==> src/eth_ip_tcp_header_parser_macros.svh <==
// Assertion macros for the Ethernet/IP/TCP header parser.
// Included by RTL files that carry concurrent checks; needs clk_i and rst_ni in scope.
`ifndef ETH_IP_TCP_HEADER_PARSER_MACROS_SVH
`define ETH_IP_TCP_HEADER_PARSER_MACROS_SVH

// Same-cycle implication, disabled during reset.
`define ETHP_ASSERT_IMP(lbl, ante, cons, msg) \
  lbl: assert property (@(posedge clk_i) disable iff (!rst_ni) (ante) |-> (cons)) \
    else $error(msg);

// Next-cycle implication, disabled during reset.
`define ETHP_ASSERT_NXT(lbl, ante, cons, msg) \
  lbl: assert property (@(posedge clk_i) disable iff (!rst_ni) (ante) |=> (cons)) \
    else $error(msg);

`endif

==> src/ethp_pkg.sv <==
// Shared types and constants for the Ethernet/IP/TCP header parser.
// No dependencies.
`default_nettype none

package ethp_pkg;

  localparam logic [15:0] ETH_IPV4  = 16'h0800;
  localparam logic [15:0] ETH_IPV6  = 16'h86DD;
  localparam logic [7:0]  PROTO_TCP = 8'h06;

  localparam logic [7:0]  POS_MAX        = 8'hFF;
  localparam logic [7:0]  ETH_HDR_LEN    = 8'd14;
  localparam logic [7:0]  IPV6_TCP_START = 8'd54;
  localparam logic [3:0]  MIN_HDR_WORDS  = 4'd5;

  typedef enum logic [1:0] {
    KIND_OTHER = 2'd0,
    KIND_TCP4  = 2'd1,
    KIND_TCP6  = 2'd2,
    KIND_BAD   = 2'd3
  } kind_e;

  typedef struct packed {
    logic [7:0] data_byte;
    logic       frame_end;
  } in_t;

  typedef struct packed {
    kind_e        kind;
    logic [47:0]  dst_mac;
    logic [47:0]  src_mac;
    logic [63:0]  src_ip_high;
    logic [63:0]  src_ip_low;
    logic [63:0]  dst_ip_high;
    logic [63:0]  dst_ip_low;
    logic [15:0]  src_port;
    logic [15:0]  dst_port;
    logic [7:0]   payload_offset;
    logic [15:0]  payload_length;
  } out_t;

  // Per-frame parse state.
  typedef struct packed {
    logic [7:0]  pos;
    logic [15:0] ether_kind;
    logic [3:0]  ip_header_words;
    logic [7:0]  ip_protocol;
    logic [15:0] ip_length_field;
    logic [7:0]  tcp_start;
    logic [3:0]  tcp_header_words;
    logic [47:0] dst_mac;
    logic [47:0] src_mac;
    logic [63:0] src_ip_hi;
    logic [63:0] src_ip_lo;
    logic [63:0] dst_ip_hi;
    logic [63:0] dst_ip_lo;
    logic [15:0] src_port;
    logic [15:0] dst_port;
  } frame_state_t;

  localparam frame_state_t FRAME_STATE_RESET = '0;

endpackage

`default_nettype wire

==> src/ethp_capture.sv <==
// Byte-position tracker and header field capture registers.
// Depends on ethp_pkg.
`default_nettype none
`include "eth_ip_tcp_header_parser_macros.svh"

module ethp_capture
  import ethp_pkg::*;
(
  input  wire logic         clk_i,
  input  wire logic         rst_ni,
  input  wire logic         take_i,
  input  wire in_t          byte_i,
  output frame_state_t      view_o,
  output logic [7:0]        pos_o
);

  frame_state_t st_q, st_d;
  logic [7:0] p;
  logic [7:0] b;
  logic [7:0] ts;

  assign p  = st_q.pos;
  assign b  = byte_i.data_byte;
  assign ts = st_q.tcp_start;

  always_comb begin
    st_d = st_q;
    if (take_i && (p != POS_MAX)) begin
      if (p < 8'd6) begin
        st_d.dst_mac = {st_q.dst_mac[39:0], b};
      end else if (p < 8'd12) begin
        st_d.src_mac = {st_q.src_mac[39:0], b};
      end else if (p < ETH_HDR_LEN) begin
        st_d.ether_kind = {st_q.ether_kind[7:0], b};
      end

      // TCP fields use the start offset as it stood before this byte
      if (ts != 8'd0) begin
        if ((p == ts) || (p == 8'(ts + 8'd1))) begin
          st_d.src_port = {st_q.src_port[7:0], b};
        end else if ((p == 8'(ts + 8'd2)) || (p == 8'(ts + 8'd3))) begin
          st_d.dst_port = {st_q.dst_port[7:0], b};
        end else if (p == 8'(ts + 8'd12)) begin
          st_d.tcp_header_words = b[7:4];
        end
      end

      if ((p == 8'd13) && (st_d.ether_kind == ETH_IPV6)) begin
        st_d.tcp_start = IPV6_TCP_START;
      end

      if ((st_d.ether_kind == ETH_IPV4) && (p >= ETH_HDR_LEN)) begin
        if (p == 8'd14) begin
          st_d.ip_header_words = b[3:0];
          st_d.tcp_start       = 8'(ETH_HDR_LEN + {2'b00, b[3:0], 2'b00});
        end else if ((p == 8'd16) || (p == 8'd17)) begin
          st_d.ip_length_field = {st_q.ip_length_field[7:0], b};
        end else if (p == 8'd23) begin
          st_d.ip_protocol = b;
        end else if ((p >= 8'd26) && (p < 8'd30)) begin
          st_d.src_ip_lo = {st_q.src_ip_lo[55:0], b};
        end else if ((p >= 8'd30) && (p < 8'd34)) begin
          st_d.dst_ip_lo = {st_q.dst_ip_lo[55:0], b};
        end
      end else if ((st_d.ether_kind == ETH_IPV6) && (p >= ETH_HDR_LEN)) begin
        if ((p == 8'd18) || (p == 8'd19)) begin
          st_d.ip_length_field = {st_q.ip_length_field[7:0], b};
        end else if (p == 8'd20) begin
          st_d.ip_protocol = b;
        end else if ((p >= 8'd22) && (p < 8'd30)) begin
          st_d.src_ip_hi = {st_q.src_ip_hi[55:0], b};
        end else if ((p >= 8'd30) && (p < 8'd38)) begin
          st_d.src_ip_lo = {st_q.src_ip_lo[55:0], b};
        end else if ((p >= 8'd38) && (p < 8'd46)) begin
          st_d.dst_ip_hi = {st_q.dst_ip_hi[55:0], b};
        end else if ((p >= 8'd46) && (p < IPV6_TCP_START)) begin
          st_d.dst_ip_lo = {st_q.dst_ip_lo[55:0], b};
        end
      end

      st_d.pos = 8'(p + 8'd1);
    end
  end

  always_ff @(posedge clk_i or negedge rst_ni) begin
    if (!rst_ni) begin
      st_q <= FRAME_STATE_RESET;
    end else if (take_i) begin
      st_q <= byte_i.frame_end ? FRAME_STATE_RESET : st_d;
    end
  end

  assign view_o = st_d;
  assign pos_o  = p;

  `ETHP_ASSERT_NXT(a_clear_after_last, take_i && byte_i.frame_end, st_q.pos == 8'd0,
    "parse state not cleared after last byte")
  `ETHP_ASSERT_NXT(a_pos_holds_at_max, take_i && (p == POS_MAX) && !byte_i.frame_end,
    st_q.pos == POS_MAX, "byte position left saturation")
  `ETHP_ASSERT_IMP(a_v6_start, (p > 8'd13) && (st_q.ether_kind == ETH_IPV6),
    ts == IPV6_TCP_START, "IPv6 TCP start offset wrong")

endmodule

`default_nettype wire

==> src/ethp_classify.sv <==
// Frame classification and result formatting from the updated parse state.
// Depends on ethp_pkg.
`default_nettype none

module ethp_classify
  import ethp_pkg::*;
(
  input  wire frame_state_t view_i,
  input  wire logic [7:0] pos_i,
  output out_t          res_o
);

  kind_e       kind;
  logic [8:0]  ports_end;
  logic [6:0]  sub;
  logic [15:0] sub16;

  assign ports_end = 9'({1'b0, view_i.tcp_start} + 9'd3);

  always_comb begin
    kind = KIND_OTHER;
    if (pos_i < 8'd13) begin
      kind = KIND_BAD;
    end else if (view_i.ether_kind == ETH_IPV4) begin
      if (pos_i < 8'd23) begin
        kind = KIND_BAD;
      end else if (view_i.ip_protocol != PROTO_TCP) begin
        kind = KIND_OTHER;
      end else if (view_i.ip_header_words < MIN_HDR_WORDS) begin
        kind = KIND_BAD;
      end else if ({1'b0, pos_i} < ports_end) begin
        kind = KIND_BAD;
      end else if (view_i.tcp_header_words < MIN_HDR_WORDS) begin
        kind = KIND_BAD;
      end else begin
        kind = KIND_TCP4;
      end
    end else if (view_i.ether_kind == ETH_IPV6) begin
      if (pos_i < 8'd20) begin
        kind = KIND_BAD;
      end else if (view_i.ip_protocol != PROTO_TCP) begin
        kind = KIND_OTHER;
      end else if ({1'b0, pos_i} < ports_end) begin
        kind = KIND_BAD;
      end else if (view_i.tcp_header_words < MIN_HDR_WORDS) begin
        kind = KIND_BAD;
      end else begin
        kind = KIND_TCP6;
      end
    end
  end

  // header bytes to strip from the IP length; IPv6 length excludes the IP header
  always_comb begin
    sub = {1'b0, view_i.tcp_header_words, 2'b00};
    if (kind == KIND_TCP4) begin
      sub = 7'(sub + {1'b0, view_i.ip_header_words, 2'b00});
    end
  end

  assign sub16 = {9'd0, sub};

  always_comb begin
    res_o      = '0;
    res_o.kind = kind;
    if ((kind == KIND_TCP4) || (kind == KIND_TCP6)) begin
      res_o.dst_mac        = view_i.dst_mac;
      res_o.src_mac        = view_i.src_mac;
      res_o.src_ip_high    = view_i.src_ip_hi;
      res_o.src_ip_low     = view_i.src_ip_lo;
      res_o.dst_ip_high    = view_i.dst_ip_hi;
      res_o.dst_ip_low     = view_i.dst_ip_lo;
      res_o.src_port       = view_i.src_port;
      res_o.dst_port       = view_i.dst_port;
      res_o.payload_offset = 8'(view_i.tcp_start + {2'b00, view_i.tcp_header_words, 2'b00});
      res_o.payload_length = (view_i.ip_length_field > sub16) ?
                             16'(view_i.ip_length_field - sub16) : 16'd0;
    end
  end

endmodule

`default_nettype wire

==> src/eth_ip_tcp_header_parser.sv <==
// Ethernet/IPv4/IPv6 TCP header parser, one frame byte per transaction.
// Throughput: one byte per cycle while no last byte is stalled, through input register, capture and result register.
// Result path: the last byte passes the input register, then its result is loaded into the result register.
// Input stalls only while a last byte waits on a result register that has not been taken.
// Reset: asynchronous, clears the parse state and both valid flags; no clearing pass.
`default_nettype none
`include "eth_ip_tcp_header_parser_macros.svh"

module eth_ip_tcp_header_parser
  import ethp_pkg::*;
(
  input  wire logic clk_i,
  input  wire logic rst_ni,
  input  wire logic in_valid_i,
  output logic      in_ready_o,
  input  wire in_t  in_i,
  output logic      out_valid_o,
  input  wire logic out_ready_i,
  output out_t      out_o
);

  logic         in_valid_q;
  in_t          in_q;
  logic         out_valid_q;
  out_t         out_q;
  logic         out_free;
  logic         consume;
  logic         load_res;
  frame_state_t view;
  logic [7:0]   pos;
  out_t         res;

  assign out_free   = !out_valid_q || out_ready_i;
  // bytes that give no result pass even while a result is waiting
  assign consume    = in_valid_q && (!in_q.frame_end || out_free);
  assign in_ready_o = !in_valid_q || consume;
  assign load_res   = consume && in_q.frame_end;

  always_ff @(posedge clk_i or negedge rst_ni) begin
    if (!rst_ni) begin
      in_valid_q <= 1'b0;
    end else if (in_ready_o) begin
      in_valid_q <= in_valid_i;
    end
  end

  always_ff @(posedge clk_i) begin
    if (in_ready_o && in_valid_i) begin
      in_q <= in_i;
    end
  end

  ethp_capture u_capture (
    .clk_i  (clk_i),
    .rst_ni (rst_ni),
    .take_i (consume),
    .byte_i (in_q),
    .view_o (view),
    .pos_o  (pos)
  );

  ethp_classify u_classify (
    .view_i (view),
    .pos_i  (pos),
    .res_o  (res)
  );

  always_ff @(posedge clk_i or negedge rst_ni) begin
    if (!rst_ni) begin
      out_valid_q <= 1'b0;
    end else if (load_res) begin
      out_valid_q <= 1'b1;
    end else if (out_ready_i) begin
      out_valid_q <= 1'b0;
    end
  end

  always_ff @(posedge clk_i) begin
    if (load_res) begin
      out_q <= res;
    end
  end

  assign out_valid_o = out_valid_q;
  assign out_o       = out_q;

  `ETHP_ASSERT_IMP(a_stall_cause, in_valid_q && !consume,
    in_q.frame_end && out_valid_q && !out_ready_i, "input stalled without a pending result")
  `ETHP_ASSERT_NXT(a_result_loaded, load_res, out_valid_q, "last byte gave no result")
  `ETHP_ASSERT_IMP(a_zero_fields, out_valid_q && ((out_q.kind == KIND_OTHER) ||
    (out_q.kind == KIND_BAD)), (out_q.dst_mac == 48'd0) && (out_q.payload_length == 16'd0),
    "non-TCP result carries field data")
  `ETHP_ASSERT_IMP(a_min_offset, out_valid_q && ((out_q.kind == KIND_TCP4) ||
    (out_q.kind == KIND_TCP6)), out_q.payload_offset >= 8'd54,
    "TCP payload offset below minimum headers")

endmodule

`default_nettype wire
==> config.mk <==
export PLATFORM = sky130hd
export DESIGN_NAME = eth_ip_tcp_header_parser
export DESIGN_NICKNAME = d
export VERILOG_FILES = /design/src/ethp_pkg.sv /design/src/ethp_capture.sv /design/src/ethp_classify.sv /design/src/eth_ip_tcp_header_parser.sv
export VERILOG_INCLUDE_DIRS = /design/src /design/src/src
export SDC_FILE = /design/constraint.sdc
export NUM_CORES = 2
export LEC_CHECK = 0
export ABC_AREA = 1
export CAP_MARGIN = 5
export CORE_ASPECT_RATIO = 1.2
export CORE_MARGIN = 3
export CORE_UTILIZATION = 58
export CTS_CLUSTER_DIAMETER = 40
export CTS_CLUSTER_SIZE = 30
export DETAILED_ROUTE_END_ITERATION = 7
export DONT_BUFFER_PORTS = 1
export HOLD_SLACK_MARGIN = 0.08
export PLACE_DENSITY = 0.74
export SYNTH_ARGS = -nofsm -noshare
export SYNTH_HDL_FRONTEND = slang
export SYNTH_HIERARCHICAL = 1
export SYNTH_SLANG_ARGS = --single-unit
==> constraint.sdc <==
create_clock -name clk_i -period 10.2 [get_ports clk_i]
set_input_delay 1.53 -clock clk_i [delete_from_list [all_inputs] [get_ports clk_i]]
set_output_delay 1.53 -clock clk_i [all_outputs]
set_load 0.02 [all_outputs]
==> reports/results.tsv <==
metric	value	unit
outcome	completed	
grt met2 use	49.49	%
Die X	277.8	microns
fmax	141.9	MHz
setup TNS	0	ps
CTS Buf Count	111	
first-pass GRT wire length	227900	microns
MaxCap Viol Count	0	
post-CTS sizing	0	
via count	45570	
antenna viol nets, final	0	
clock period minus worst slack	7049	ps
WS Path Type	reg -> reg	
Post-Syn Instances	7367	
Worst Skew	30.81	ps
post-DP HPWL	85690	microns
Leak	27.87	nW
maximum VDD drop	143.3	uV
vias in the first global route	41600	
CP max FO	75	
Most common cell on crit path	nand2_1	
final worst-path cycle share	69.11	%
synthesized area	51430	sq um
combined area of the multi-input logic cells	21850	sq um
routing usage on met3	4.851	%
Crit path buffers/inverters	4	
Slew headroom	19.59	%
count of final setup violators	0	
CTS tree	done	
slowest stage delay, CP	690	ps
commonest non-fill, non-tap cell in the layout	nand2_1	
total grt overflow	0	
Sequential Area	23840	sq um
largest net degree at the start of global routing	451	
critical path data arrival time	7480	ps
CP top delay family	simple AND/OR/NAND/NOR gates	
commonest cells after routing, fill and taps aside	nand2_1, inv_1, nor2_1	
CP Capture Type	register	
WL final	144100	microns
initial antenna violation count	5	
class of the worst hold path	reg -> reg	
Power Density	154.8	nW/um^2
met1 Resource Use GR	40.05	%
# clock sinks	869	
Post-CTS Hold Buffers	0	
core area	87850	sq um
CP max-delay cell	dfrtp_1	
Top Usage Layer GRT	met2	
Site Rows	119	
Detailed Routing Iterations Pass 1	7	
Hold Violations, Final	0	
Initial DRC Count	4795	
Mapped Nets	7418	
average size of a mapped cell	6.982	sq um
total die area	92300	sq um
Yosys warnings	6	
Worst Tran Pin Value	1206	ps
pins over their slew limit	0	
Critical Path RT	10630	ps
latest clock arrival within the worst-skew pair	710	ps
share of layout cells above drive strength 1	4.547	%
Clock Pin Slew Worst Setup and Hold Paths	70	ps
gr usage total	30.32	%
Bufs on Longest Clock Path	3	
Fillers	7704	
unrepaired setup endpoints after global routing	no	
RD Place Congestion	0.8829	
Critical Path Start Type	register	
Die Span Y	332.2	microns
via/cell ratio	5.462	
Final Net Count	7143	
Wirelength per Cell	17.27	microns
Setup Buffers After CTS	0	
PortBufs	0	
io pins	425	
Area Overhead vs Synth	8.191	%
effective utilization at floorplan	58.55	%
Root Buffer	clkbuf_16	
Hold WS	478.4	ps
DR DRC count	0	
H-tree levels	3	
==> sequential cells by signal, summed over array words and instances, names as in the netlist <==
name             flops
u_capture/st_q     432
u_capture/ts         8
u_capture/pos_o      8
out_o              410
out_valid_o          1
in_q                 9
in_valid_q           1
==> worst reg2reg max path: cells and delay by family (launching register included) <==
kind	cells	cell delay, ps
compound gates	2	410
xor+xnor	1	150
fa+ha+maj	4	1140
buf+inv	4	970
flops	1	690
simple gates	27	3440
==> layout make-up <==
| cell class | count | share of cell area, % |
|---|---|---|
| Sequential cell | 869 | 42.85 |
| Timing Repair Buffer | 62 | 0.9714 |
| Tap cell | 1149 | 2.584 |
| Clock buffer | 123 | 5.262 |
| Multi-Input combinational cell | 5006 | 39.27 |
| Clock inverter | 89 | 1.974 |
| Inverter | 1042 | 7.074 |
| Antenna cell | 4 | 0.01799 |
==> stage by stage <==
step                      util [%]  std cells  total power [mW]  setup slack, ps  cell area (sq um)
after floorplan                  -       7367             4.331             1853              51440
after global placement       58.75       8128             4.467             3012              51610
after detailed placement     58.75       8128             4.475             2949              51610
after CTS                    63.33       8340             8.680             3218              55640
after global routing         63.33       8340             8.886             2381              55640
final                        63.34       8344             8.613             3151              55650
==> report_power, final <==
part	leakage, nW	internal (mW)	switching [mW]
Combinational	15.6	0.100	0.367
Sequential	10.3	3.79	0.152
Clock	1.96	2.45	1.76
Total	27.9	6.34	2.28
==> metal layers <==
| metal | wire [microns] | part of all wire, % |
|---|---|---|
| met1 | 58400 | 41 |
| met2 | 68720 | 48 |
| met3 | 10470 | 7.3 |
| met4 | 6471 | 4.5 |
| met5 | 13 | 0.0090 |
==> worst paths after layout <==
kind                                     start                   to  slack (ps)  cells after the start
max                         u_capture/pos_o[2]            out_o[14]        3150                     38
min                        u_capture/st_q[149]  u_capture/st_q[149]         480                      2
max reg2reg                 u_capture/pos_o[2]            out_o[14]        3150                     38
min reg2reg                u_capture/st_q[149]  u_capture/st_q[149]         480                      2
max in group asynchronous               rst_ni   u_capture/pos_o[5]        8790                      0
min in group asynchronous               rst_ni  u_capture/st_q[113]         530                      0
(Power assumes the default switching activity.)
